<file path="src/rtl/dbsa_pkg.sv">
// shared types, codes and zone-table functions of the sector allocator
package dbsa_pkg;

    // field widths fixed by the item format
    localparam int TRACK_W  = 6;
    localparam int SECTOR_W = 5;
    localparam int BITS_W   = 24;
    localparam int COUNT_W  = 8;
    localparam int FUNC_W   = 2;
    localparam int STATUS_W = 2;
    localparam int OFFSET_W = 18;
    localparam int CUM_W    = 10;
    localparam int ENTRY_W  = BITS_W + COUNT_W;

    // function codes
    localparam logic [FUNC_W-1:0] FN_LOAD  = 2'd0;
    localparam logic [FUNC_W-1:0] FN_ALLOC = 2'd1;
    localparam logic [FUNC_W-1:0] FN_READ  = 2'd2;

    // status codes
    localparam logic [STATUS_W-1:0] ST_OK        = 2'd0;
    localparam logic [STATUS_W-1:0] ST_FULL      = 2'd1;
    localparam logic [STATUS_W-1:0] ST_BAD_TRACK = 2'd2;

    typedef logic [TRACK_W-1:0]  track_t;
    typedef logic [SECTOR_W-1:0] sector_t;
    typedef logic [BITS_W-1:0]   bits_t;
    typedef logic [COUNT_W-1:0]  count_t;

    // sectors per track from the zone table
    function automatic sector_t sectors_on(input track_t t);
        sector_t n;
        if (t <= track_t'(17))
            n = sector_t'(21);
        else if (t <= track_t'(24))
            n = sector_t'(19);
        else if (t <= track_t'(30))
            n = sector_t'(18);
        else
            n = sector_t'(17);
        return n;
    endfunction

    // bits of the map that hold real sectors of the track
    function automatic bits_t sector_mask(input track_t t);
        bits_t m;
        m = (bits_t'(1) << sectors_on(t)) - bits_t'(1);
        return m;
    endfunction

    // sectors on all tracks below t, piecewise over the zones
    function automatic logic [CUM_W-1:0] sectors_before(input track_t t);
        logic [CUM_W-1:0] tt;
        logic [CUM_W-1:0] s;
        tt = CUM_W'(t);
        if (tt <= CUM_W'(18))
            s = (tt - CUM_W'(1)) * CUM_W'(21);
        else if (tt <= CUM_W'(25))
            s = CUM_W'(357) + (tt - CUM_W'(18)) * CUM_W'(19);
        else if (tt <= CUM_W'(31))
            s = CUM_W'(490) + (tt - CUM_W'(25)) * CUM_W'(18);
        else
            s = CUM_W'(598) + (tt - CUM_W'(31)) * CUM_W'(17);
        return s;
    endfunction

    // index of the lowest set bit
    function automatic sector_t lowest_set(input bits_t m);
        sector_t idx;
        idx = '0;
        for (int i = BITS_W - 1; i >= 0; i--)
        begin
            if (m[i])
                idx = sector_t'(i);
        end
        return idx;
    endfunction

endpackage

</file>
<file path="src/rtl/dbsa_ram.sv">
// generic single write port ram with registered read
module dbsa_ram #(
    parameter int WIDTH = 32,
    parameter int DEPTH = 35
) (
    input  logic                     clk,
    input  logic                     we,
    input  logic [$clog2(DEPTH)-1:0] waddr,
    input  logic [WIDTH-1:0]         wdata,
    input  logic [$clog2(DEPTH)-1:0] raddr,
    output logic [WIDTH-1:0]         rdata
);

    logic [WIDTH-1:0] mem [DEPTH];
    logic [WIDTH-1:0] rdata_reg;

    // write port and registered read port
    always_ff @(posedge clk)
    begin
        if (we)
            mem[waddr] <= wdata;
        rdata_reg <= mem[raddr];
    end

    assign rdata = rdata_reg;

endmodule

</file>
<file path="src/rtl/disk_bitmap_sector_allocator.sv">
// sector allocator over a per-track free-sector bitmap held in a ram
// a load writes the track entry, a read waits for the registered ram read, and an
//   allocation searches with a one-track-a-cycle probe loop through the single ram read
//   port, then writes the updated entry back
// one item at a time: the next item is taken once the result is registered, a stalled result
//   holds the next one back; reset clears control and per-track valid flags, tracks read empty
module disk_bitmap_sector_allocator #(
    parameter int NUM_TRACKS     = 35,
    parameter int RESERVED_TRACK = 18
) (
    input  logic                             clk,
    input  logic                             rst_n,
    // input channel
    input  logic                             in_valid,
    output logic                             in_stall,
    input  logic [dbsa_pkg::FUNC_W-1:0]      func,
    input  logic [dbsa_pkg::TRACK_W-1:0]     track_number,
    input  logic [dbsa_pkg::BITS_W-1:0]      free_bits,
    input  logic [dbsa_pkg::COUNT_W-1:0]     free_total,
    // output channel
    output logic                             out_valid,
    input  logic                             out_stall,
    output logic [dbsa_pkg::STATUS_W-1:0]    status,
    output logic [dbsa_pkg::TRACK_W-1:0]     alloc_track,
    output logic [dbsa_pkg::SECTOR_W-1:0]    alloc_sector,
    output logic [dbsa_pkg::OFFSET_W-1:0]    image_offset,
    output logic [dbsa_pkg::BITS_W-1:0]      track_bits,
    output logic [dbsa_pkg::COUNT_W-1:0]     track_free
);

    localparam int AW        = $clog2(NUM_TRACKS);
    localparam int DELTA_MAX = (RESERVED_TRACK - 1 > NUM_TRACKS - RESERVED_TRACK) ?
                               (RESERVED_TRACK - 1) : (NUM_TRACKS - RESERVED_TRACK);
    localparam int DW        = $clog2(DELTA_MAX + 2);
    localparam int CW        = dbsa_pkg::TRACK_W + 1;
    localparam int TW        = dbsa_pkg::TRACK_W;
    localparam int BW        = dbsa_pkg::BITS_W;
    localparam int NW        = dbsa_pkg::COUNT_W;

    // sequencer states
    localparam logic [2:0] S_IDLE   = 3'd0;
    localparam logic [2:0] S_RDWAIT = 3'd1;
    localparam logic [2:0] S_SEARCH = 3'd2;
    localparam logic [2:0] S_COMMIT = 3'd3;
    localparam logic [2:0] S_DONE   = 3'd4;

    logic [2:0]                        state_reg, state_next;
    logic [NUM_TRACKS-1:0]             valid_reg, valid_next;
    logic [DW-1:0]                     delta_reg, delta_next;
    logic                              side_reg, side_next;
    logic                              probe_vld_reg, probe_vld_next;
    logic                              probe_ent_reg, probe_ent_next;
    logic [TW-1:0]                     probe_trk_reg, probe_trk_next;
    logic                              out_valid_reg, out_valid_next;

    logic [dbsa_pkg::STATUS_W-1:0]     res_status_reg, res_status_next;
    logic [TW-1:0]                     res_track_reg, res_track_next;
    logic [dbsa_pkg::SECTOR_W-1:0]     res_sector_reg, res_sector_next;
    logic [dbsa_pkg::OFFSET_W-1:0]     res_offset_reg, res_offset_next;
    logic [BW-1:0]                     res_bits_reg, res_bits_next;
    logic [NW-1:0]                     res_free_reg, res_free_next;

    logic [dbsa_pkg::STATUS_W-1:0]     status_reg, status_next;
    logic [TW-1:0]                     alloc_track_reg, alloc_track_next;
    logic [dbsa_pkg::SECTOR_W-1:0]     alloc_sector_reg, alloc_sector_next;
    logic [dbsa_pkg::OFFSET_W-1:0]     image_offset_reg, image_offset_next;
    logic [BW-1:0]                     track_bits_reg, track_bits_next;
    logic [NW-1:0]                     track_free_reg, track_free_next;

    logic                              wr_en;
    logic [AW-1:0]                     wr_addr;
    logic [dbsa_pkg::ENTRY_W-1:0]      wr_data;
    logic [AW-1:0]                     rd_addr;
    logic [dbsa_pkg::ENTRY_W-1:0]      rd_data;

    logic                              trk_ok;
    logic [CW-1:0]                     dir_c, delta_c, cand;
    logic                              in_range, exhausted, issue;
    logic [BW-1:0]                     probe_map, masked, low_bit;
    logic [NW-1:0]                     probe_cnt;
    logic                              hit;
    logic [dbsa_pkg::CUM_W-1:0]        cum;

    // track entry store
    dbsa_ram #(
        .WIDTH (dbsa_pkg::ENTRY_W),
        .DEPTH (NUM_TRACKS)
    ) u_ram (
        .clk   (clk),
        .we    (wr_en),
        .waddr (wr_addr),
        .wdata (wr_data),
        .raddr (rd_addr),
        .rdata (rd_data)
    );

    // candidate track of the search order
    always_comb
    begin
        trk_ok    = (track_number != '0) && (track_number <= TW'(NUM_TRACKS));
        dir_c     = CW'(RESERVED_TRACK);
        delta_c   = CW'(delta_reg);
        if (side_reg)
            cand = dir_c + delta_c;
        else
            cand = (dir_c > delta_c) ? (dir_c - delta_c) : '0;
        in_range  = (cand != '0) && (cand <= CW'(NUM_TRACKS));
        exhausted = delta_reg > DW'(DELTA_MAX);
        issue     = !exhausted && in_range;
    end

    // check of the entry read for the previous candidate
    always_comb
    begin
        probe_map = probe_ent_reg ? rd_data[dbsa_pkg::ENTRY_W-1:NW] : '0;
        probe_cnt = probe_ent_reg ? rd_data[NW-1:0] : '0;
        masked    = probe_map & dbsa_pkg::sector_mask(probe_trk_reg);
        low_bit   = masked & (~masked + BW'(1));
        hit       = probe_vld_reg && (masked != '0);
        cum       = dbsa_pkg::sectors_before(res_track_reg) +
                    dbsa_pkg::CUM_W'(res_sector_reg);
    end

    // sequencer
    always_comb
    begin
        state_next        = state_reg;
        valid_next        = valid_reg;
        delta_next        = delta_reg;
        side_next         = side_reg;
        probe_vld_next    = 1'b0;
        probe_ent_next    = 1'b0;
        probe_trk_next    = probe_trk_reg;
        out_valid_next    = out_valid_reg;
        res_status_next   = res_status_reg;
        res_track_next    = res_track_reg;
        res_sector_next   = res_sector_reg;
        res_offset_next   = res_offset_reg;
        res_bits_next     = res_bits_reg;
        res_free_next     = res_free_reg;
        status_next       = status_reg;
        alloc_track_next  = alloc_track_reg;
        alloc_sector_next = alloc_sector_reg;
        image_offset_next = image_offset_reg;
        track_bits_next   = track_bits_reg;
        track_free_next   = track_free_reg;
        wr_en             = 1'b0;
        wr_addr           = AW'(track_number - TW'(1));
        wr_data           = {free_bits, free_total};
        rd_addr           = AW'(track_number - TW'(1));

        // output register drains
        if (out_valid_reg && !out_stall)
            out_valid_next = 1'b0;

        unique case (state_reg)
            S_IDLE:
            begin
                if (in_valid)
                begin
                    res_status_next = dbsa_pkg::ST_OK;
                    res_track_next  = '0;
                    res_sector_next = '0;
                    res_offset_next = '0;
                    res_bits_next   = '0;
                    res_free_next   = '0;
                    unique case (func)
                        dbsa_pkg::FN_ALLOC:
                        begin
                            delta_next = DW'(1);
                            side_next  = 1'b0;
                            state_next = S_SEARCH;
                        end
                        dbsa_pkg::FN_LOAD:
                        begin
                            state_next = S_DONE;
                            if (trk_ok)
                            begin
                                wr_en      = 1'b1;
                                valid_next[AW'(track_number - TW'(1))] = 1'b1;
                                res_bits_next = free_bits;
                                res_free_next = free_total;
                            end
                            else
                                res_status_next = dbsa_pkg::ST_BAD_TRACK;
                        end
                        default:
                        begin
                            // read, also for the unused code
                            if (trk_ok)
                            begin
                                probe_ent_next = valid_reg[AW'(track_number - TW'(1))];
                                state_next     = S_RDWAIT;
                            end
                            else
                            begin
                                res_status_next = dbsa_pkg::ST_BAD_TRACK;
                                state_next      = S_DONE;
                            end
                        end
                    endcase
                end
            end
            S_RDWAIT:
            begin
                res_bits_next = probe_map;
                res_free_next = probe_cnt;
                state_next    = S_DONE;
            end
            S_SEARCH:
            begin
                // issue next candidate read
                rd_addr        = AW'(cand - CW'(1));
                probe_vld_next = issue;
                probe_ent_next = issue && valid_reg[AW'(cand - CW'(1))];
                probe_trk_next = TW'(cand);
                priority if (hit)
                begin
                    res_track_next  = probe_trk_reg;
                    res_sector_next = dbsa_pkg::lowest_set(masked);
                    res_bits_next   = probe_map & ~low_bit;
                    res_free_next   = probe_cnt - NW'(1);
                    probe_vld_next  = 1'b0;
                    state_next      = S_COMMIT;
                end
                else if (exhausted && !probe_vld_reg)
                begin
                    res_status_next = dbsa_pkg::ST_FULL;
                    state_next      = S_DONE;
                end
                else if (!exhausted)
                begin
                    if (side_reg)
                    begin
                        delta_next = delta_reg + DW'(1);
                        side_next  = 1'b0;
                    end
                    else
                        side_next = 1'b1;
                end
            end
            S_COMMIT:
            begin
                wr_en           = 1'b1;
                wr_addr         = AW'(res_track_reg - TW'(1));
                wr_data         = {res_bits_reg, res_free_reg};
                valid_next[AW'(res_track_reg - TW'(1))] = 1'b1;
                res_offset_next = {cum, 8'h00};
                state_next      = S_DONE;
            end
            S_DONE:
            begin
                if (!out_valid_reg || !out_stall)
                begin
                    out_valid_next    = 1'b1;
                    status_next       = res_status_reg;
                    alloc_track_next  = res_track_reg;
                    alloc_sector_next = res_sector_reg;
                    image_offset_next = res_offset_reg;
                    track_bits_next   = res_bits_reg;
                    track_free_next   = res_free_reg;
                    state_next        = S_IDLE;
                end
            end
            default:
            begin
                state_next = S_IDLE;
            end
        endcase
    end

    // control registers
    always_ff @(posedge clk or negedge rst_n)
    begin
        if (!rst_n)
        begin
            state_reg     <= S_IDLE;
            valid_reg     <= '0;
            probe_vld_reg <= 1'b0;
            out_valid_reg <= 1'b0;
        end
        else
        begin
            state_reg     <= state_next;
            valid_reg     <= valid_next;
            probe_vld_reg <= probe_vld_next;
            out_valid_reg <= out_valid_next;
        end
    end

    // payload registers
    always_ff @(posedge clk)
    begin
        delta_reg        <= delta_next;
        side_reg         <= side_next;
        probe_ent_reg    <= probe_ent_next;
        probe_trk_reg    <= probe_trk_next;
        res_status_reg   <= res_status_next;
        res_track_reg    <= res_track_next;
        res_sector_reg   <= res_sector_next;
        res_offset_reg   <= res_offset_next;
        res_bits_reg     <= res_bits_next;
        res_free_reg     <= res_free_next;
        status_reg       <= status_next;
        alloc_track_reg  <= alloc_track_next;
        alloc_sector_reg <= alloc_sector_next;
        image_offset_reg <= image_offset_next;
        track_bits_reg   <= track_bits_next;
        track_free_reg   <= track_free_next;
    end

    assign in_stall     = (state_reg != S_IDLE);
    assign out_valid    = out_valid_reg;
    assign status       = status_reg;
    assign alloc_track  = alloc_track_reg;
    assign alloc_sector = alloc_sector_reg;
    assign image_offset = image_offset_reg;
    assign track_bits   = track_bits_reg;
    assign track_free   = track_free_reg;

    // an accepted item always leaves idle
    assert property (@(posedge clk) disable iff (!rst_n)
        in_valid && !in_stall |=> in_stall)
        else $error("accepted item did not start the sequencer");

    // the search never probes the directory track or a track off the disk
    assert property (@(posedge clk) disable iff (!rst_n)
        probe_vld_reg |-> (probe_trk_reg != TW'(RESERVED_TRACK)) && (probe_trk_reg != '0) &&
                          (probe_trk_reg <= TW'(NUM_TRACKS)))
        else $error("search probed a forbidden track");

    // the store is written only by a load or an allocation commit
    assert property (@(posedge clk) disable iff (!rst_n)
        wr_en |-> (state_reg == S_IDLE) || (state_reg == S_COMMIT))
        else $error("unexpected store write");

    // a failed item carries no allocation
    assert property (@(posedge clk) disable iff (!rst_n)
        out_valid && (status != dbsa_pkg::ST_OK) |->
            (alloc_track == '0) && (image_offset == '0) && (track_bits == '0))
        else $error("failed item carries allocation data");

    // a new result is loaded only once the previous one is taken
    assert property (@(posedge clk) disable iff (!rst_n)
        out_valid && out_stall |=> out_valid && $stable(track_bits))
        else $error("pending result overwritten");

endmodule
</file>
<file path="config.mk">
export PLATFORM = sky130hd
export DESIGN_NAME = disk_bitmap_sector_allocator
export DESIGN_NICKNAME = d
export VERILOG_FILES = /design/src/rtl/dbsa_pkg.sv /design/src/rtl/dbsa_ram.sv /design/src/rtl/disk_bitmap_sector_allocator.sv
export SDC_FILE = /design/constraint.sdc
export NUM_CORES = 2
export LEC_CHECK = 0
export BUFFER_PORTS_ARGS = -buffer_cell sky130_fd_sc_hd__buf_2
export CORE_MARGIN = 2
export CORE_UTILIZATION = 50
export CTS_CLUSTER_DIAMETER = 80
export DETAILED_ROUTE_END_ITERATION = 6
export PLACE_DENSITY_LB_ADDON = 0.15
export SYNTH_ARGS = -nofsm -noshare
export SYNTH_HDL_FRONTEND = slang
export SYNTH_SLANG_ARGS = --single-unit
export TNS_END_PERCENT = 100
</file>
<file path="constraint.sdc">
create_clock -name clk -period 6.8 [get_ports clk]
set_input_delay 0.68 -clock clk [delete_from_list [all_inputs] [get_ports clk]]
set_output_delay 0.68 -clock clk [all_outputs]
set_load 0.1 [all_outputs]
</file>
### Word-level counts from Yosys, hierarchy flattened

Memory sizes are Yosys's and may differ from the RTL's. A register that Yosys moved wholly into a read port is not among the register bits.
Cells that the tools add are included.

| storage, ports and cells | value |
|---|---|
| input port bits | 44 |
| word-level logic and storage cells | 225 |
| output and inout bits | 65 |
| register bits | 179 |
| memories kept | 1 |
| bits in writable memories | 1,120 |

| cells by class | value |
|---|---|
| shifts and indexed selects | 1 |
| equal/unequal tests | 17 |
| order comparisons | 15 |
| bitwise logic cells | 7 |
| multiply operators | 4 |
| muxes and demuxes | 109 |
| add/subtract/negate cells | 17 |
| reduce and logical (&&, ||, !) cells | 34 |

Memories:

| name | depth | width | rd ports | clocked after memory_dff | wr ports | RTL line | text |
|---|---|---|---|---|---|---|---|
| u_ram.mem | 35 | 32 | 1 | 1 | 1 | dbsa_ram.sv:14 | `logic [WIDTH-1:0] mem [DEPTH];` |

Operators by type and width:

| operator | count |
|---|---|
| two-way mux 5 bit | 32 |
| two-way mux 24 bit | 5 |
| two-way mux 35 bit | 3 |
| bitwise AND 24 bit | 3 |
| one-hot mux 24 bit (3 select lines) | 1 |
| bitwise OR 35 bit | 2 |
| one-hot mux 35 bit (2 select lines) | 1 |
| inverter 24 bit | 2 |
| two-way mux 8 bit | 5 |
| <= comparator 6 x 5 -> 1 bit, second input constant | 6 |
| one-hot mux 18 bit (2 select lines) | 1 |
| two-way mux 32 bit | 1 |
| multiplier 7 x 6 -> 10 bit, second input constant | 3 |
| two-way mux 10 bit | 3 |
| adder 24 x 1 -> 24 bit, second input constant | 1 |
| two-way mux 6 bit | 4 |
| one-hot mux 8 bit (3 select lines) | 1 |
| nonzero test 24 bit | 1 |
| << shifter 1 x 5 -> 24 bit, first input constant | 1 |
| subtractor 24 x 1 -> 24 bit, second input constant | 1 |
| two-way mux 1 bit | 23 |
| < comparator 6 x 7 -> 1 bit, second input constant | 3 |
| subtractor 6 x 5 -> 7 bit, second input constant | 3 |
| adder 9 x 10 -> 10 bit, first input constant | 2 |
| 48 further kinds | 96 |

### Depth between registers and ports, before layout

| depth | value |
|---|---|
| depth in word-level cells | 33 |
| mapped depth | 21 |
| mapped depth without buffers | 20 |

### By module

Synthesis repeated with hierarchy kept, for this count alone.

| second synthesis, totals | value |
|---|---|
| cell total of the unflattened synthesis | 3,558 |
| area, all modules | 56,060.0 um^2 |

Modules (own cells, without submodules):

| module | cells an instance | sequential area each (um^2) | times used | area each (um^2) |
|---|---|---|---|---|
| dbsa_ram | 2,383 | 34,272.9 | 1 | 44,630.3 |
| disk_bitmap_sector_allocator | 1,175 | 4,684.5 | 1 | 11,429.7 |

### Worst setup path after synthesis

No wires, ideal clock.

| timing | value |
|---|---|
| path type | reg-to-reg |
| from | register res_track_reg[1] |
| to | register res_offset_reg[17] (netlist bit) (data pin) |
| path buffers | 1 |
| setup time | 0.266 ns |
| required time | 6.534 ns |
| setup slack | 2.033 ns |
| period minus slack after synthesis | 4.767 ns |
| arrival | 4.501 ns |
| stages on the path, launching flop included | 19 |
| path through | edfxtp_1 clkbuf_1 inv_1 ha_1 a21boi_0 xor2_1 ha_1 ha_1 inv_1 fa_1 fa_1 xor2_1 a211oi_1 a31oi_1 o311ai_0 nand3_1 nor3b_1 xnor2_1 nor2_1 |

| between the ends | value |
|---|---|
| longest elaborated chain between the ends | 8 |
| elaborated cells between the ends (all ways) | 19 |
| classes of those cells | add/sub: 8; mul: 4; order compare: 3; mux: 4 |

RTL lines:

| item | RTL line | text |
|---|---|---|
| start, declared | disk_bitmap_sector_allocator.sv:57 | `logic [TW-1:0] res_track_reg, res_track_next;` |
| start signal, assigned | disk_bitmap_sector_allocator.sv:299 | `res_track_reg <= res_track_next;` |
| subtractor 6 x 5 -> 7 bit (on tied branches) | dbsa_pkg.sv:61, dbsa_pkg.sv:63 |  |
| multiplier 10 x 4 -> 9 bit / multiplier 7 x 6 -> 10 bit (equally long branches) | dbsa_pkg.sv:61, dbsa_pkg.sv:63 |  |
| adder 9 x 10 -> 10 bit / adder 10 bit (equally long branches) | dbsa_pkg.sv:61, dbsa_pkg.sv:63 |  |
| two-way mux 10 bit | dbsa_pkg.sv:60 | `else if (tt <= CUM_W'(31))` |
| two-way mux 10 bit | dbsa_pkg.sv:58 | `else if (tt <= CUM_W'(25))` |
| two-way mux 10 bit * | dbsa_pkg.sv:56 | `if (tt <= CUM_W'(18))` |
| adder 10 x 5 -> 10 bit * | disk_bitmap_sector_allocator.sv:120 | `cum = dbsa_pkg::sectors_before(res_track_reg) +` |
| one-hot mux 18 bit (2 select lines) * | disk_bitmap_sector_allocator.sv:156 | `unique case (state_reg)` |
| end signal, assigned | disk_bitmap_sector_allocator.sv:301 | `res_offset_reg <= res_offset_next;` |
| end, declared | disk_bitmap_sector_allocator.sv:59 | `logic [dbsa_pkg::OFFSET_W-1:0] res_offset_reg, res_offset_next;` |

Every way passes the cells marked *; elsewhere a longest branch is shown, timed or not.
A chain may end at the register's enable or synchronous reset.

### Worst setup path after layout

| timing | value |
|---|---|
| from | register delta_reg[0] |
| to | register u_ram.rdata_reg[8] (netlist: u_ram.rdata[8]), read port of u_ram.mem |

| between the ends | value |
|---|---|
| longest elaborated chain between the ends | 5 |
| elaborated cells between the ends (all ways) | 7 |
| classes of those cells | add/sub: 3; order compare: 1; mux: 3 |

RTL lines:

| item | RTL line | text |
|---|---|---|
| start, declared | disk_bitmap_sector_allocator.sv:49 | `logic [DW-1:0] delta_reg, delta_next;` |
| start signal, assigned | disk_bitmap_sector_allocator.sv:294 | `delta_reg <= delta_next;` |
| subtractor 5 x 5 -> 6 bit / greater-than comparator 5 bit (equally long branches) | disk_bitmap_sector_allocator.sv:106 | `cand = (dir_c > delta_c) ? (dir_c - delta_c) : '0;` |
| two-way mux 7 bit | disk_bitmap_sector_allocator.sv:106 |  |
| two-way mux 7 bit * | disk_bitmap_sector_allocator.sv:103 | `if (side_reg)` |
| subtractor 6 x 1 -> 6 bit * | disk_bitmap_sector_allocator.sv:213 | `rd_addr = AW'(cand - CW'(1));` |
| two-way mux 6 bit * | disk_bitmap_sector_allocator.sv:156 |  |
| end, declared | dbsa_ram.sv:15 | `logic [WIDTH-1:0] rdata_reg;` |

Marks and branches as above.

==> flow_metrics.tcl <==
set metrics [dict create \
    io-pin-count 109 \
    cts.sinks 1315 \
    clk_pin_slew_ns 0.07 \
    hpwl_um 89600 \
    cts_resized 0 \
    yosysMostFrequentCell "edfxtp_1" \
    startpoint_type "flop" \
    critical_path_class "flop to flop" \
    first_global_vias 32500 \
    viasPerCell 6.01 \
    antenna_found_initial 2 \
    die_h_um 337 \
    worstReg2RegEnd "u_ram.rdata[8]" \
    p_per_area_nw_per_um2 383 \
    layout.nets 4078 \
    n_fill_cell 8729 \
    port_buffers 100 \
    reg2regPathDepth 13 \
    grtUsageTotal_pct 26.4 \
    report.final.slew_viol_count 0 \
    grt_overflow 0 \
    drv_cap 0 \
    power_uw 24000 \
    clockBufferDepth 3 \
    syn_avg_cell_area_um2 14.6 \
    grt_max_degree 87 \
    synth_cells 3798 \
    diodes 0 \
    seq_area_frac_synth_pct 70.3 \
    cts_setup_buffers 0 \
    drt_wl_total_um 149000 \
    skew_ns 0.0353 \
    ys_ff_latch 1315 \
    vias 33300 \
    synth_edf_count 1242 \
    area_growth_pct 13.1 \
    place_inst 5290 \
    worstPathMaxFanout 49 \
    avgRoutedWirePerCell_um 26.8 \
    required_ns 7.37 \
    dieArea_um2 113000 \
    fmax_mhz 184 \
    synth_cell_types 93 \
    crit_arrival_ns 6.00 \
    hold_class "input port to async pin" \
    hold_viol_final 0 \
    ir_worst_vdd_mv 0.232 \
    cp-end-kind "flop" \
    instances_no_fill 5541 \
    multi_input_area_um2 15500 \
    post-route-period-util_pct 79.8 \
    start_util_pct 50.3 \
    seqCellArea_um2 39000 \
    synth_top_area_share_pct 67.3 \
    drt_first_pass_iters 5 \
    drc 0 \
    ant_nets 0 \
    rsz0062_at_grt "no" \
    cts_inserted_buffers 138 \
    status "completed" \
    largest_reg_flops 1120 \
    fin_ws_ns 1.37 \
    p_leak_uw 0.0216 \
    worst_slew_pin_slew_ns 1.25 \
    grt_pass1_wl_um 218000 \
    synth.area.top_cells "edfxtp_1 67%, mux4_2 5.7%, nand2_1 4.8%, a21oi_1 2.2%, dfrtp_1 1.8%" \
    cts_tree "done" \
    cts_hold_buf 0 \
    synthFlopType "edfxtp_1" \
    core_um2 110000 \
    dpl_worst_slack_ns 1.32 \
    yosysWarnings 0 \
    place_congestion 0.908 \
    clk_latency_ns 0.75 \
    synth_commonest_cells "1242 x edfxtp_1, 705 x nand2_1, 242 x a21oi_1" \
    synth_area_um2 55400 \
    root_buffer "clkbuf_16" \
    postSynth.asyncResetShare_pct 3.04 \
    max-slew-margin-rel_pct 16.1 \
    setup_viol_count_final 0 \
    r2r_slack_ns 1.37 \
    die_w_um 337 \
    synth_top_area_cell "edfxtp_1" \
    dr.first_iter.drc_count 3855 \
    startpoint "delta_reg[0]" \
    fin_tns_setup_ns 0 \
    critPathCapture "u_ram.rdata[8]" \
    reg2reg_from "delta_reg[0]" \
    h-tree-depth 4 \
    period_needed_ns 5.43 \
    rows 122 \
    drive_gt1_share_pct 16.8 \
]
worst min path at each step:
stage                             startpoint               end  slack [ns]  cells after the start
after detailed placement  res_offset_reg[14]  image_offset[14]        0.40                      0
final                                  rst_n     valid_reg[13]        0.12                      1
after floorplan                        rst_n         out_valid        0.38                      0
after CTS                              rst_n      state_reg[1]        0.12                      1
after global routing                   rst_n     valid_reg[13]        0.17                      1
after global placement     res_status_reg[1]         status[1]        0.40                      0
layout make-up:
| class | count | area share, % |
|---|---|---|
| clock buffer | 177 | 5.96 |
| sequential | 1315 | 62.2 |
| inverter | 61 | 0.365 |
| clock inverter | 74 | 1.18 |
| timing repair buffer | 232 | 2.64 |
| tap | 1488 | 2.97 |
| multi-input combinational | 2194 | 24.7 |
placed cells by master (no fill, tap or decap), types with 54 or more instances in the layout:
cell,instances
nand3_1,54
buf_4,119
inv_1,60
nand2_1,702
buf_2,100
nor3_1,118
ha_1,79
clkbuf_16,142
mux4_2,139
edfxtp_1,1242
nor2_1,72
a21oi_1,240
a31oi_1,72
o21ai_0,100
metrics by stage:
stage | util, % | cell area, um2 | hold slack, ns
2_1_floorplan | - | 55400 | 0.384
4_1_cts | 56.9 | 62700 | 0.122
3_3_place_gp | 52.8 | 58200 | 0.401
3_5_place_dp | 52.8 | 58200 | 0.405
6_report | 56.9 | 62700 | 0.116
5_1_grt | 56.9 | 62700 | 0.166
kinds of logic after synthesis:
logic type      count (synthesis)  share of synthesized area, %
compound gates                688                          8.06
mux                           164                          6.33
flops                        1315                          70.3
simple gates                 1171                          9.34
other cells                     2                        0.0136
buf+inv                       296                          2.45
fa+ha+maj                      92                          2.25
xor+xnor                       70                          1.22
layer usage:
layer  part of all wire (%)  track usage (%)  up-vias
li1                       -                -    14700
met1                     42             37.5    17000
met2                     48             42.5     1364
met3                    7.0             3.64      199
met4                    2.7             8.14        0
met5                      0                0        -
worst max-delay path: stages (launching register included):
cell,delay (ns)
edfxtp_1,0.59
ha_1,0.39
nor4_4,0.26
or2_1,0.35
nand2_1,0.16
ha_1,0.54
mux2i_4,0.32
buf_12,0.31
buf_12,0.33
buf_12,0.35
mux4_2,0.53
and2_1,0.17
a211oi_1,0.68
o31ai_1,0.15
where the power goes:
group	switching, uW	internal, uW	total, uW
combinational	4510	2240	6760
clock	3140	4290	7430
sequential	445	9350	9800
total	8100	15900	24000
No activity file was read; power rests on OpenSTA's default activity.
